--- src/hsc_pkg.sv ---
package hsc_pkg;

    // Field widths
    localparam int unsigned THR_BITS   = 12;
    localparam int unsigned DUTY_BITS  = 13;
    localparam int unsigned STALL_BITS = 24;
    localparam int unsigned STEP_BITS  = 3;
    localparam int unsigned FREQ_BITS  = 12;
    localparam int unsigned TIME_BITS  = 13;
    localparam int unsigned GATE_BITS  = 6;
    localparam int unsigned CFG_IDX_BITS  = 3;
    localparam int unsigned CFG_DATA_BITS = 24;

    // Default elapsed-time counter width
    localparam int unsigned ELAPSED_BITS_DEF = 32;

    // Serial divider width (numerators and divisors stay below 2^25)
    localparam int unsigned DIV_BITS = 25;
    localparam int unsigned DIV_CNT_BITS = 5;

    // Register indexes
    localparam logic [CFG_IDX_BITS-1:0] CFG_THROTTLE_OFFSET = 3'd0;
    localparam logic [CFG_IDX_BITS-1:0] CFG_THROTTLE_SPAN   = 3'd1;
    localparam logic [CFG_IDX_BITS-1:0] CFG_DUTY_LIMIT      = 3'd2;
    localparam logic [CFG_IDX_BITS-1:0] CFG_STALL_TIME      = 3'd3;
    localparam logic [CFG_IDX_BITS-1:0] CFG_STEP_ADVANCE    = 3'd4;

    // Register reset values
    localparam logic [THR_BITS-1:0]   RST_THROTTLE_OFFSET = 12'd1380;
    localparam logic [THR_BITS-1:0]   RST_THROTTLE_SPAN   = 12'd2808;
    localparam logic [DUTY_BITS-1:0]  RST_DUTY_LIMIT      = 13'd3686;
    localparam logic [STALL_BITS-1:0] RST_STALL_TIME      = 24'd1000000;
    localparam logic [STEP_BITS-1:0]  RST_STEP_ADVANCE    = 3'd2;

    localparam logic [DUTY_BITS-1:0] DUTY_FULL   = 13'd4096;
    localparam logic [FREQ_BITS-1:0] FREQ_MAX    = 12'd4095;
    localparam logic [GATE_BITS-1:0] GATE_ALL_OFF = 6'd63;
    // Beyond this many microseconds the step frequency rounds to zero
    localparam int unsigned ELAPSED_DIV_LIMIT = 8000000;

    // Input and result words
    typedef struct packed {
        logic                hall_u;
        logic                hall_v;
        logic                hall_w;
        logic [THR_BITS-1:0] throttle;
    } t_in_word;

    typedef struct packed {
        logic [GATE_BITS-1:0] gate_pattern;
        logic [TIME_BITS-1:0] on_time_us;
        logic [TIME_BITS-1:0] off_time_us;
        logic [STEP_BITS-1:0] rotor_step;
        logic [FREQ_BITS-1:0] phase_freq;
    } t_out_word;

    // Hall code {u,v,w} to step; bit 3 flags a valid code
    function automatic logic [STEP_BITS:0] hall_decode(input logic [2:0] code);
        logic [STEP_BITS:0] res;
        case (code)
            3'b011:  res = {1'b1, 3'd0};
            3'b010:  res = {1'b1, 3'd1};
            3'b110:  res = {1'b1, 3'd2};
            3'b100:  res = {1'b1, 3'd3};
            3'b101:  res = {1'b1, 3'd4};
            3'b001:  res = {1'b1, 3'd5};
            default: res = {1'b0, 3'd0};
        endcase
        return res;
    endfunction

    // PWM period in us from the held step frequency
    function automatic logic [TIME_BITS-1:0] pwm_period(input logic [FREQ_BITS-1:0] freq);
        logic [TIME_BITS-1:0] per;
        if (freq > 12'd1152)      per = 13'd2500;
        else if (freq > 12'd1008) per = 13'd2857;
        else if (freq > 12'd864)  per = 13'd3205;
        else if (freq > 12'd720)  per = 13'd3401;
        else if (freq > 12'd576)  per = 13'd3816;
        else if (freq > 12'd432)  per = 13'd4273;
        else if (freq > 12'd288)  per = 13'd4484;
        else if (freq > 12'd144)  per = 13'd5076;
        else                      per = 13'd5714;
        return per;
    endfunction

    // Gate word for the sensed step plus advance, taken mod 6
    function automatic logic [GATE_BITS-1:0] drive_pattern(input logic [STEP_BITS-1:0] step,
                                                            input logic [STEP_BITS-1:0] adv);
        logic [3:0]           s;
        logic [GATE_BITS-1:0] g;
        s = 4'(step) + 4'(adv);
        if (s >= 4'd6) s = s - 4'd6;
        if (s >= 4'd6) s = s - 4'd6;
        case (s)
            4'd0:    g = 6'd43;
            4'd1:    g = 6'd51;
            4'd2:    g = 6'd53;
            4'd3:    g = 6'd29;
            4'd4:    g = 6'd30;
            4'd5:    g = 6'd46;
            default: g = GATE_ALL_OFF;
        endcase
        return g;
    endfunction

    // Shortest step distance (0..3) between two steps
    function automatic logic [1:0] step_jump(input logic [STEP_BITS-1:0] new_step,
                                             input logic [STEP_BITS-1:0] old_step);
        logic [3:0] d;
        d = 4'(new_step) + 4'd6 - 4'(old_step);
        if (d >= 4'd6) d = d - 4'd6;
        if (d >= 4'd3) d = 4'd6 - d;
        return d[1:0];
    endfunction

endpackage

--- src/hall_six_step_commutator_core.sv ---
// Six-step Hall commutator: one word per control period in, one word out. Each word
// is worked through a shared restoring divider that yields one quotient bit per cycle:
// first the throttle-to-duty division, then, only when the Hall step moves to a step
// other than the current and the previous one with elapsed time nonzero and in range,
// the step-frequency division. The input is ready again the cycle after the result is
// registered, so one word is worked at a time. The result may wait in the output
// register while the next word is worked. The configuration port is always ready and
// should be written only while the block is idle.
module hall_six_step_commutator_core
    import hsc_pkg::*;
#(
    parameter int unsigned ELAPSED_BITS = ELAPSED_BITS_DEF
) (
    input  logic                     i_clk,
    input  logic                     i_rst_n,
    // input words
    input  logic                     i_in_valid,
    output logic                     o_in_ready,
    input  t_in_word                 i_in_word,
    // result words
    output logic                     o_out_valid,
    input  logic                     i_out_ready,
    output t_out_word                o_out_word,
    // configuration writes
    input  logic                     i_cfg_valid,
    output logic                     o_cfg_ready,
    input  logic [CFG_IDX_BITS-1:0]  i_cfg_index,
    input  logic [CFG_DATA_BITS-1:0] i_cfg_data
);

    localparam int unsigned CMP_BITS = (ELAPSED_BITS > STALL_BITS) ? ELAPSED_BITS : STALL_BITS;

    localparam logic [2:0] S_IDLE      = 3'd0;
    localparam logic [2:0] S_DIV_DUTY  = 3'd1;
    localparam logic [2:0] S_DUTY_DONE = 3'd2;
    localparam logic [2:0] S_DIV_FREQ  = 3'd3;
    localparam logic [2:0] S_MUL       = 3'd4;
    localparam logic [2:0] S_DONE      = 3'd5;

    // configuration registers
    logic [THR_BITS-1:0]   r_thr_offset;
    logic [THR_BITS-1:0]   r_thr_span;
    logic [DUTY_BITS-1:0]  r_duty_limit;
    logic [STALL_BITS-1:0] r_stall_time;
    logic [STEP_BITS-1:0]  r_step_adv;

    // rotor state
    logic [STEP_BITS-1:0]    r_sensed;
    logic [STEP_BITS-1:0]    r_prev;
    logic [ELAPSED_BITS-1:0] r_elapsed;
    logic [FREQ_BITS-1:0]    r_freq;

    // per-word working registers
    logic [2:0]            r_state;
    logic [STEP_BITS-1:0]  r_new_step;
    logic                  r_valid_code;
    logic                  r_take;
    logic                  r_need_div;
    logic [1:0]            r_jump;
    logic [TIME_BITS-1:0]  r_period;
    logic [DUTY_BITS-1:0]  r_duty;
    logic [TIME_BITS-1:0]  r_on;
    logic [FREQ_BITS-1:0]  r_freq_new;

    // serial divider
    logic [DIV_BITS-1:0]     r_num;
    logic [DIV_BITS-1:0]     r_div;
    logic [DIV_BITS-1:0]     r_rem;
    logic [DIV_BITS-1:0]     r_quo;
    logic [DIV_CNT_BITS-1:0] r_cnt;

    // output register
    logic      r_out_valid;
    t_out_word r_out_word;

    // --- decode of the incoming word against the held state
    logic [STEP_BITS:0]    dec;
    logic                  take;
    logic [CMP_BITS-1:0]   el_x;
    logic                  el_nonzero;
    logic                  el_in_range;
    logic                  el_stalled;
    logic [THR_BITS-1:0]   thr_diff;
    logic [DIV_BITS-1:0]   duty_num;
    logic [DIV_BITS-1:0]   duty_den;

    assign dec         = hall_decode({i_in_word.hall_u, i_in_word.hall_v, i_in_word.hall_w});
    assign take        = dec[STEP_BITS] && (dec[STEP_BITS-1:0] != r_sensed)
                         && (dec[STEP_BITS-1:0] != r_prev);
    assign el_x        = CMP_BITS'(r_elapsed);
    assign el_nonzero  = (r_elapsed != '0);
    assign el_in_range = (el_x <= CMP_BITS'(ELAPSED_DIV_LIMIT));
    assign el_stalled  = (el_x > CMP_BITS'(r_stall_time));
    assign thr_diff    = i_in_word.throttle - r_thr_offset;
    assign duty_num    = (i_in_word.throttle > r_thr_offset) ?
                         {1'b0, thr_diff, 12'd0} : '0;
    assign duty_den    = (r_thr_span == '0) ? DIV_BITS'(1) : DIV_BITS'(r_thr_span);

    // --- frequency division operands
    logic [22:0]         el23;
    logic [DIV_BITS-1:0] freq_den;
    logic [DIV_BITS-1:0] freq_num;

    assign el23     = el_x[22:0];
    assign freq_den = DIV_BITS'(el23) + DIV_BITS'({el23, 1'b0});
    always_comb begin
        case (r_jump)
            2'd1:    freq_num = DIV_BITS'(8000000);
            2'd2:    freq_num = DIV_BITS'(16000000);
            2'd3:    freq_num = DIV_BITS'(24000000);
            default: freq_num = '0;
        endcase
    end

    // --- one restoring division step
    logic [DIV_BITS:0]   rem_sh;
    logic [DIV_BITS+1:0] rem_diff;
    logic                q_bit;
    logic [DIV_BITS-1:0] n_rem;
    logic                div_last;

    assign rem_sh   = {r_rem, r_num[DIV_BITS-1]};
    assign rem_diff = {1'b0, rem_sh} - {2'b00, r_div};
    assign q_bit    = !rem_diff[DIV_BITS+1];
    assign n_rem    = q_bit ? rem_diff[DIV_BITS-1:0] : rem_sh[DIV_BITS-1:0];
    assign div_last = (r_cnt == DIV_CNT_BITS'(DIV_BITS - 1));

    // --- duty clamp
    logic [DUTY_BITS-1:0] lim;
    logic [DUTY_BITS-1:0] n_duty;

    assign lim    = (r_duty_limit > DUTY_FULL) ? DUTY_FULL : r_duty_limit;
    assign n_duty = (r_quo > DIV_BITS'(lim)) ? lim : r_quo[DUTY_BITS-1:0];

    // --- on time and new frequency
    logic [2*TIME_BITS-1:0] prod;
    logic [FREQ_BITS-1:0]   n_freq;

    assign prod = r_period * r_duty;
    always_comb begin
        n_freq = r_freq;
        if (r_valid_code && r_take) begin
            if (!el_nonzero) begin
                n_freq = r_freq;
            end else if (!el_in_range) begin
                n_freq = '0;
            end else if (r_quo > DIV_BITS'(FREQ_MAX)) begin
                n_freq = FREQ_MAX;
            end else begin
                n_freq = r_quo[FREQ_BITS-1:0];
            end
        end else if (r_valid_code && el_stalled) begin
            n_freq = '0;
        end
    end

    // --- commit values
    logic [STEP_BITS-1:0]  n_sensed;
    logic [ELAPSED_BITS:0] el_sum;
    logic [ELAPSED_BITS-1:0] n_elapsed;
    logic                  out_free;

    assign n_sensed  = r_take ? r_new_step : r_sensed;
    assign el_sum    = {1'b0, (r_take ? {ELAPSED_BITS{1'b0}} : r_elapsed)}
                       + (ELAPSED_BITS+1)'(r_period);
    assign n_elapsed = el_sum[ELAPSED_BITS] ? '1 : el_sum[ELAPSED_BITS-1:0];
    assign out_free  = !r_out_valid || i_out_ready;

    // configuration writes
    always_ff @(posedge i_clk) begin
        if (!i_rst_n) begin
            r_thr_offset <= RST_THROTTLE_OFFSET;
            r_thr_span   <= RST_THROTTLE_SPAN;
            r_duty_limit <= RST_DUTY_LIMIT;
            r_stall_time <= RST_STALL_TIME;
            r_step_adv   <= RST_STEP_ADVANCE;
        end else if (i_cfg_valid) begin
            case (i_cfg_index)
                CFG_THROTTLE_OFFSET: r_thr_offset <= i_cfg_data[THR_BITS-1:0];
                CFG_THROTTLE_SPAN:   r_thr_span   <= i_cfg_data[THR_BITS-1:0];
                CFG_DUTY_LIMIT:      r_duty_limit <= i_cfg_data[DUTY_BITS-1:0];
                CFG_STALL_TIME:      r_stall_time <= i_cfg_data[STALL_BITS-1:0];
                CFG_STEP_ADVANCE:    r_step_adv   <= i_cfg_data[STEP_BITS-1:0];
                default: ;
            endcase
        end
    end

    // sequencer and rotor state
    always_ff @(posedge i_clk) begin
        if (!i_rst_n) begin
            r_state     <= S_IDLE;
            r_out_valid <= 1'b0;
            r_sensed    <= '0;
            r_prev      <= '0;
            r_elapsed   <= '0;
            r_freq      <= '0;
        end else begin
            // result flag: set as a word completes, cleared once taken
            if ((r_state == S_DONE) && out_free) begin
                r_out_valid <= 1'b1;
            end else if (r_out_valid && i_out_ready) begin
                r_out_valid <= 1'b0;
            end
            case (r_state)
                S_IDLE: begin
                    if (i_in_valid) begin
                        r_state <= S_DIV_DUTY;
                    end
                end
                S_DIV_DUTY: begin
                    if (div_last) begin
                        r_state <= S_DUTY_DONE;
                    end
                end
                S_DUTY_DONE: begin
                    r_state <= r_need_div ? S_DIV_FREQ : S_MUL;
                end
                S_DIV_FREQ: begin
                    if (div_last) begin
                        r_state <= S_MUL;
                    end
                end
                S_MUL: begin
                    r_state <= S_DONE;
                end
                S_DONE: begin
                    if (out_free) begin
                        r_sensed    <= n_sensed;
                        r_prev      <= r_take ? r_sensed : r_prev;
                        r_elapsed   <= n_elapsed;
                        r_freq      <= r_freq_new;
                        r_state     <= S_IDLE;
                    end
                end
                default: r_state <= S_IDLE;
            endcase
        end
    end

    // working registers and divider datapath
    always_ff @(posedge i_clk) begin
        case (r_state)
            S_IDLE: begin
                r_new_step   <= dec[STEP_BITS-1:0];
                r_valid_code <= dec[STEP_BITS];
                r_take       <= take;
                r_need_div   <= take && el_nonzero && el_in_range;
                r_jump       <= step_jump(dec[STEP_BITS-1:0], r_sensed);
                r_period     <= pwm_period(r_freq);
                r_num        <= duty_num;
                r_div        <= duty_den;
                r_rem        <= '0;
                r_quo        <= '0;
                r_cnt        <= '0;
            end
            S_DIV_DUTY, S_DIV_FREQ: begin
                r_rem <= n_rem;
                r_quo <= {r_quo[DIV_BITS-2:0], q_bit};
                r_num <= {r_num[DIV_BITS-2:0], 1'b0};
                r_cnt <= r_cnt + DIV_CNT_BITS'(1);
            end
            S_DUTY_DONE: begin
                r_duty <= n_duty;
                r_num  <= freq_num;
                r_div  <= freq_den;
                r_rem  <= '0;
                r_quo  <= '0;
                r_cnt  <= '0;
            end
            S_MUL: begin
                r_on       <= prod[TIME_BITS+11:12];
                r_freq_new <= n_freq;
            end
            S_DONE: begin
                if (out_free) begin
                    r_out_word.gate_pattern <= (r_on != '0) ?
                                               drive_pattern(n_sensed, r_step_adv) : GATE_ALL_OFF;
                    r_out_word.on_time_us   <= r_on;
                    r_out_word.off_time_us  <= r_period - r_on;
                    r_out_word.rotor_step   <= n_sensed;
                    r_out_word.phase_freq   <= r_freq_new;
                end
            end
            default: ;
        endcase
    end

    assign o_in_ready  = (r_state == S_IDLE);
    assign o_out_valid = r_out_valid;
    assign o_out_word  = r_out_word;
    assign o_cfg_ready = 1'b1;

endmodule

--- config.mk ---
export PLATFORM = sky130hd
export DESIGN_NAME = hall_six_step_commutator_core
export DESIGN_NICKNAME = d
export VERILOG_FILES = /design/src/hsc_pkg.sv /design/src/hall_six_step_commutator_core.sv
export SDC_FILE = /design/constraint.sdc
export NUM_CORES = 1
export LEC_CHECK = 0
export ABC_AREA = 0
export ABC_CLOCK_PERIOD_IN_PS = 10400
export BUFFER_PORTS_ARGS = -buffer_cell sky130_fd_sc_hd__buf_2
export CAP_MARGIN = 10
export CELL_PAD_IN_SITES_DETAIL_PLACEMENT = 0
export CELL_PAD_IN_SITES_GLOBAL_PLACEMENT = 2
export CORE_MARGIN = 2
export CORE_UTILIZATION = 44
export CTS_CLUSTER_DIAMETER = 100
export CTS_CLUSTER_SIZE = 12
export DETAILED_ROUTE_END_ITERATION = 10
export PLACE_DENSITY = 0.85
export SYNTH_ARGS = -nofsm -noshare
export SYNTH_HDL_FRONTEND = slang
export SYNTH_SLANG_ARGS = --single-unit
export TNS_END_PERCENT = 30
--- constraint.sdc ---
create_clock -name i_clk -period 10.4 [get_ports i_clk]
set_input_delay 0 -clock i_clk [delete_from_list [all_inputs] [get_ports i_clk]]
set_output_delay 0 -clock i_clk [all_outputs]
set_load 0.005 [all_outputs]
## After elaboration in Yosys (flattened, before gate mapping)

Index checks and enable logic that the tools add are counted.
W data, S select, Z words.

| storage, ports and cells | value |
|---|---|
| memories | 0 |
| RAM bits | 0 |
| bits in latches | 0 |
| input port bits | 47 |
| flip-flop bits (word level) | 329 |
| bits in read-only memories | 0 |
| logic and storage cells | 174 |

| cells by class | value |
|---|---|
| shifts and indexed selects | 0 |
| multiplexer cells | 45 |
| eq/ne operators | 30 |
| reductions and logical operators | 34 |
| bitwise operators | 0 |
| div/mod/pow operators | 0 |
| add/sub/neg operators | 13 |
| $lt $le $gt $ge | 18 |
| $mul | 1 |

Operators with widths:

| kind | number |
|---|---|
| $pmux W25 S2 | 3 |
| $pmux W25 S3 | 2 |
| $mux W12 | 6 |
| $mux W11 | 6 |
| $mux W32 | 2 |
| $gt A12 B10 Y1 const B | 4 |
| $pmux W6 S6 | 1 |
| $add A32 B13 Y33 | 1 |
| $gt A32 B24 Y1 | 1 |
| $le A32 B23 Y1 const B | 1 |
| $mux W4 | 8 |
| $reduce_bool A32 Y1 | 1 |
| $sub A26 B25 Y27 | 1 |
| $mux W13 | 2 |
| $add A23 B24 Y25 | 1 |
| $gt A25 B12 Y1 const B | 1 |
| $gt A25 B13 Y1 | 1 |
| $mul A13 B13 Y25 | 1 |
| $mux W25 | 1 |
| $gt A12 B9 Y1 const B | 2 |
| $mux W24 | 1 |
| $pmux W4 S6 | 1 |
| $eq A3 B2 Y1 const B | 6 |
| $eq A3 B3 Y1 const B | 6 |
| other kinds (44) | 81 |

## Depth between registers and ports, before layout

| logic depth | value |
|---|---|
| depth after elaboration | 12 |
| mapped depth | 21 |
| depth with buffers taken out | 20 |

## Least setup slack after synthesis

No wires, ideal clock.

| path | value |
|---|---|
| path type | reg-to-reg |
| start | register r_period[5] |
| end | register r_on[12] (data pin) |
| path buffers | 1 |
| setup time | 0.260 ns |
| data arrival time | 5.319 ns |
| path slack | 4.821 ns |
| stages on the path, launching flop included | 22 |
| cell sequence | edfxtp_1 -> clkbuf_1 -> and2_1 -> fa_1 -> inv_1 -> fa_1 -> inv_1 -> fa_1 -> inv_1 -> fa_1 -> inv_1 -> fa_1 -> ha_1 -> nand4_1 -> nor3_1 -> o2111ai_1 -> o211a_1 -> o31a_1 -> o21ai_0 -> or3_1 -> a31oi_1 -> xnor2_1 |

| on the way | value |
|---|---|
| cells in the longest elaborated chain, start to end | 1 |

RTL lines:

| item | line | text |
|---|---|---|
| from (decl) | hall_six_step_commutator_core.sv:60 | `logic [TIME_BITS-1:0] r_period;` |
| from (signal assigned) | hall_six_step_commutator_core.sv:250 | `r_period <= pwm_period(r_freq);` |
| $mul A13 B13 Y25 | hall_six_step_commutator_core.sv:139 | `assign prod = r_period * r_duty;` |
| net prod[24] | hall_six_step_commutator_core.sv:136 | `logic [2*TIME_BITS-1:0] prod;` |
| to (signal assigned) | hall_six_step_commutator_core.sv:272 | `r_on <= prod[TIME_BITS+11:12];` |
| to (decl) | hall_six_step_commutator_core.sv:62 | `logic [TIME_BITS-1:0] r_on;` |

The timed path passes the listed nets, and every way through them passes these cells.
A chain may end at the register's enable or synchronous reset.

## Final worst setup path

Ends and elaborated chain as after synthesis.

==> summary.txt <==
Status - complete, no violations
CP endpoint kind - register
Post-route setup TNS - 0 ns
P&R area growth vs syn - 10.4%
Initial DRC Count - 1074
Worst-margin pin slew - 1.15 ns
CTS H-tree depth - 1
Chip width - 235 um
EDFF count, synth - 202
Die Footprint - 55500 sq um
Largest net degree at the start of global routing - 91
Max-Cap Viols - 0
Min-Delay Startpoint - i_in_word[11]
DRC Markers - 0
Vias in the first global route - 17619
Yosys top cell area share - 0.257
Crit-path max FO - 15
Pins Over Slew Limit - 0
Layout Cells excl Fill - 3345
Post-Syn Instances - 2542
Setup Fix Bufs, Post-CTS - 0
Worst setup path class - register to register
Global route overflow - 0
Rows - 84
Max-slew headroom - 0.235
Diode count - 0
Ports - 97
Gr usage total - 0.219
CTS tree - done
Post-route minimum period - 6.09 ns
Final-report hold violation count - 0
Critical Path Source - r_period[5]$_SDFFCE_PP0P_
Reg clk slew, reported paths - 0.07 ns
Synth top area cells - edfxtp_1, ha_1, fa_1
Routability Congestion - 0.844
Area after DPL - 24700 sq um
Yosys warnings - 0
WP data required - 10.75 ns
Die Ht - 235 um
Total CTS buffers - 31
Startpoint types - register
Initial Util - 0.447
Final setup fails - 0
Min-Delay Path Class - primary input to register
Reg2reg start - r_period[5]$_SDFFCE_PP0P_
RSZ-0062 raised after global routing - false
# nets final - 3027
WL/cell - 18.1 um
Clock Path Buffers - 3
Global-route wire length before repair - 97000 um
Final antenna-violating net count - 0
Fraction of the yosys area taken by sequential cells - 0.357
Dpl cells - 3242
Yosys reg bits - 320
Initial antenna violation count - 0
CTS Root Cell - clkbuf_16
Core area - 52800 sq um
Design Area, Final - 26000 sq um
Final Skew - 0.0175 ns
Clk sinks - 320
Filler cells - 5060
Share of post-route cells with drive strength above 1 - 0.0685
Fmax - 164 MHz
DR vias - 17629
Hpwl dp - 45300 um
Buffers on Ports - 95
Crit path arrival time - 6.44 ns
Leading area contributor after synthesis - edfxtp_1
Top FF cell, synth - edfxtp_1
Synthesized net count - 2936
TritonRoute pass-1 iters - 5
Tcrit/Tclk final - 0.586
Via/cell ratio - 5.27
Syn_area_per_cell - 9.28 sq um
Drt total wl - 60600 um
Worst-Skew Late Latency - 0.61 ns
Async SR Flop Fraction - 0
Post-Syn Area - 23600 sq um
Synth cell types - 74
==> cell usage after synthesis (5+ instances only) <==
cell and count:
and4_1 6, a211o_1 9, or3_1 11, a21boi_0 62, mux2_2 8, nand3b_1 5, o21ai_0 109, inv_1 328
nand4_1 19, a211oi_1 9, and2_1 91, nor2b_1 40, fa_1 126, a21o_1 40, or2_2 10, buf_1 7
nand2_1 357, o211ai_1 21, clkbuf_1 84, o31ai_1 9, a31o_2 5, nand2b_1 29, edfxtp_1 202, and3_1 14
a21oi_1 131, dfxtp_1 118, xnor2_1 44, nand3_1 48, nor4_1 13, nor2_1 136, nor3_1 29, o211a_1 6
o21a_1 20, mux2i_1 20, o21bai_1 7, a31oi_1 23, o2bb2ai_1 14, ha_1 221, o31a_1 6, xor2_1 37
==> metrics by stage <==
step | worst slack [ns] | hold slack, ns | util
after floorplan | 4.82 | 0.124 | -
after global placement | 4.36 | 0.227 | 0.468
after detailed placement | 4.27 | 0.234 | 0.468
after CTS | 4.28 | 0.00215 | 0.493
after global routing | 3.97 | 0.0310 | 0.493
final | 4.31 | 0.0182 | 0.493
==> registers in the layout, summed over array words and instances, names as in the netlist, 5 cells and up <==
signal	flops
r_duty	13
r_num	16
r_duty_limit	13
r_cnt	5
r_div	25
r_rem	25
r_freq_new	12
r_on	13
r_freq	12
r_quo	25
r_thr_offset	12
o_out_word	47
el_x	32
r_period	13
r_stall_time	24
r_thr_span	12
==> logic make-up (layout without fill, tap and decap cells) <==
logic type                 after synthesis  after routing  share of synthesized area
adders and majority gates              347            347                      0.224
DFF                                    320            320                      0.357
muxes                                   28             28                     0.0123
and+or+nand+nor                        827            827                      0.166
buffers and inverters                  426            541                     0.0685
AOI/OAI and AO/OA                      512            512                      0.142
xor gates and xnor gates                81             81                     0.0301
other                                    1              1                   0.000159
==> path summary, 6_finish.rpt <==
path / endpoint / slack, ns / cells after the start
min: r_num[23]$_DFFE_PP_ / 0.02 / 4
max: r_on[12]$_DFFE_PP_ / 4.31 / 20
max reg2reg: r_on[12]$_DFFE_PP_ / 4.31 / 20
min reg2reg: r_thr_offset[3]$_SDFFE_PN0P_ / 0.46 / 2
==> critical path, cell delays in order, from the launching register on <==
cell	delay, ns
edfxtp_1	0.65
and2_1	0.27
fa_1	0.53
inv_1	0.05
fa_1	0.53
inv_1	0.06
fa_1	0.50
inv_1	0.05
fa_1	0.47
inv_1	0.05
fa_1	0.47
ha_1	0.31
nand4_1	0.09
nor3_1	0.24
o2111ai_1	0.20
o211a_1	0.33
o31a_1	0.34
o21ai_0	0.29
or3_1	0.17
a31oi_1	0.09
xnor2_1	0.13
==> area by class of cell <==
cell class | count | area [sq um] | share of cell area
clock buffer | 53 | 862 | 0.0331
clock inverter | 4 | 41.3 | 0.00159
inverter | 329 | 1240 | 0.0475
multi-input combinational | 1796 | 13600 | 0.521
sequential | 320 | 8430 | 0.324
tap | 688 | 861 | 0.0331
timing repair buffer | 155 | 1040 | 0.0400
==> routing by layer <==
metal,track usage,wire [um]
met1,0.314,29500
met2,0.351,27200
met3,0.0295,2420
met4,0.0527,1510
met5,0,0
==> repair_timing <==
action | in CTS | in global routing
endpoints found under the hold margin | 92 | 0
hold buffers | 46 | 0
gates resized for setup | 0 | 0
==> layout by cell type (no fill, tap or decap), drive strengths merged, types with 91 or more instances in the layout <==
master	n
nor2	137
nand2	357
a21oi	132
inv	329
ha	221
edfxtp	202
dfxtp	118
and2	91
o21ai	111
fa	126
buf	109
Power is not shown: default switching activity piles up to over one toggle a cycle in this logic, so the estimate is an artifact.
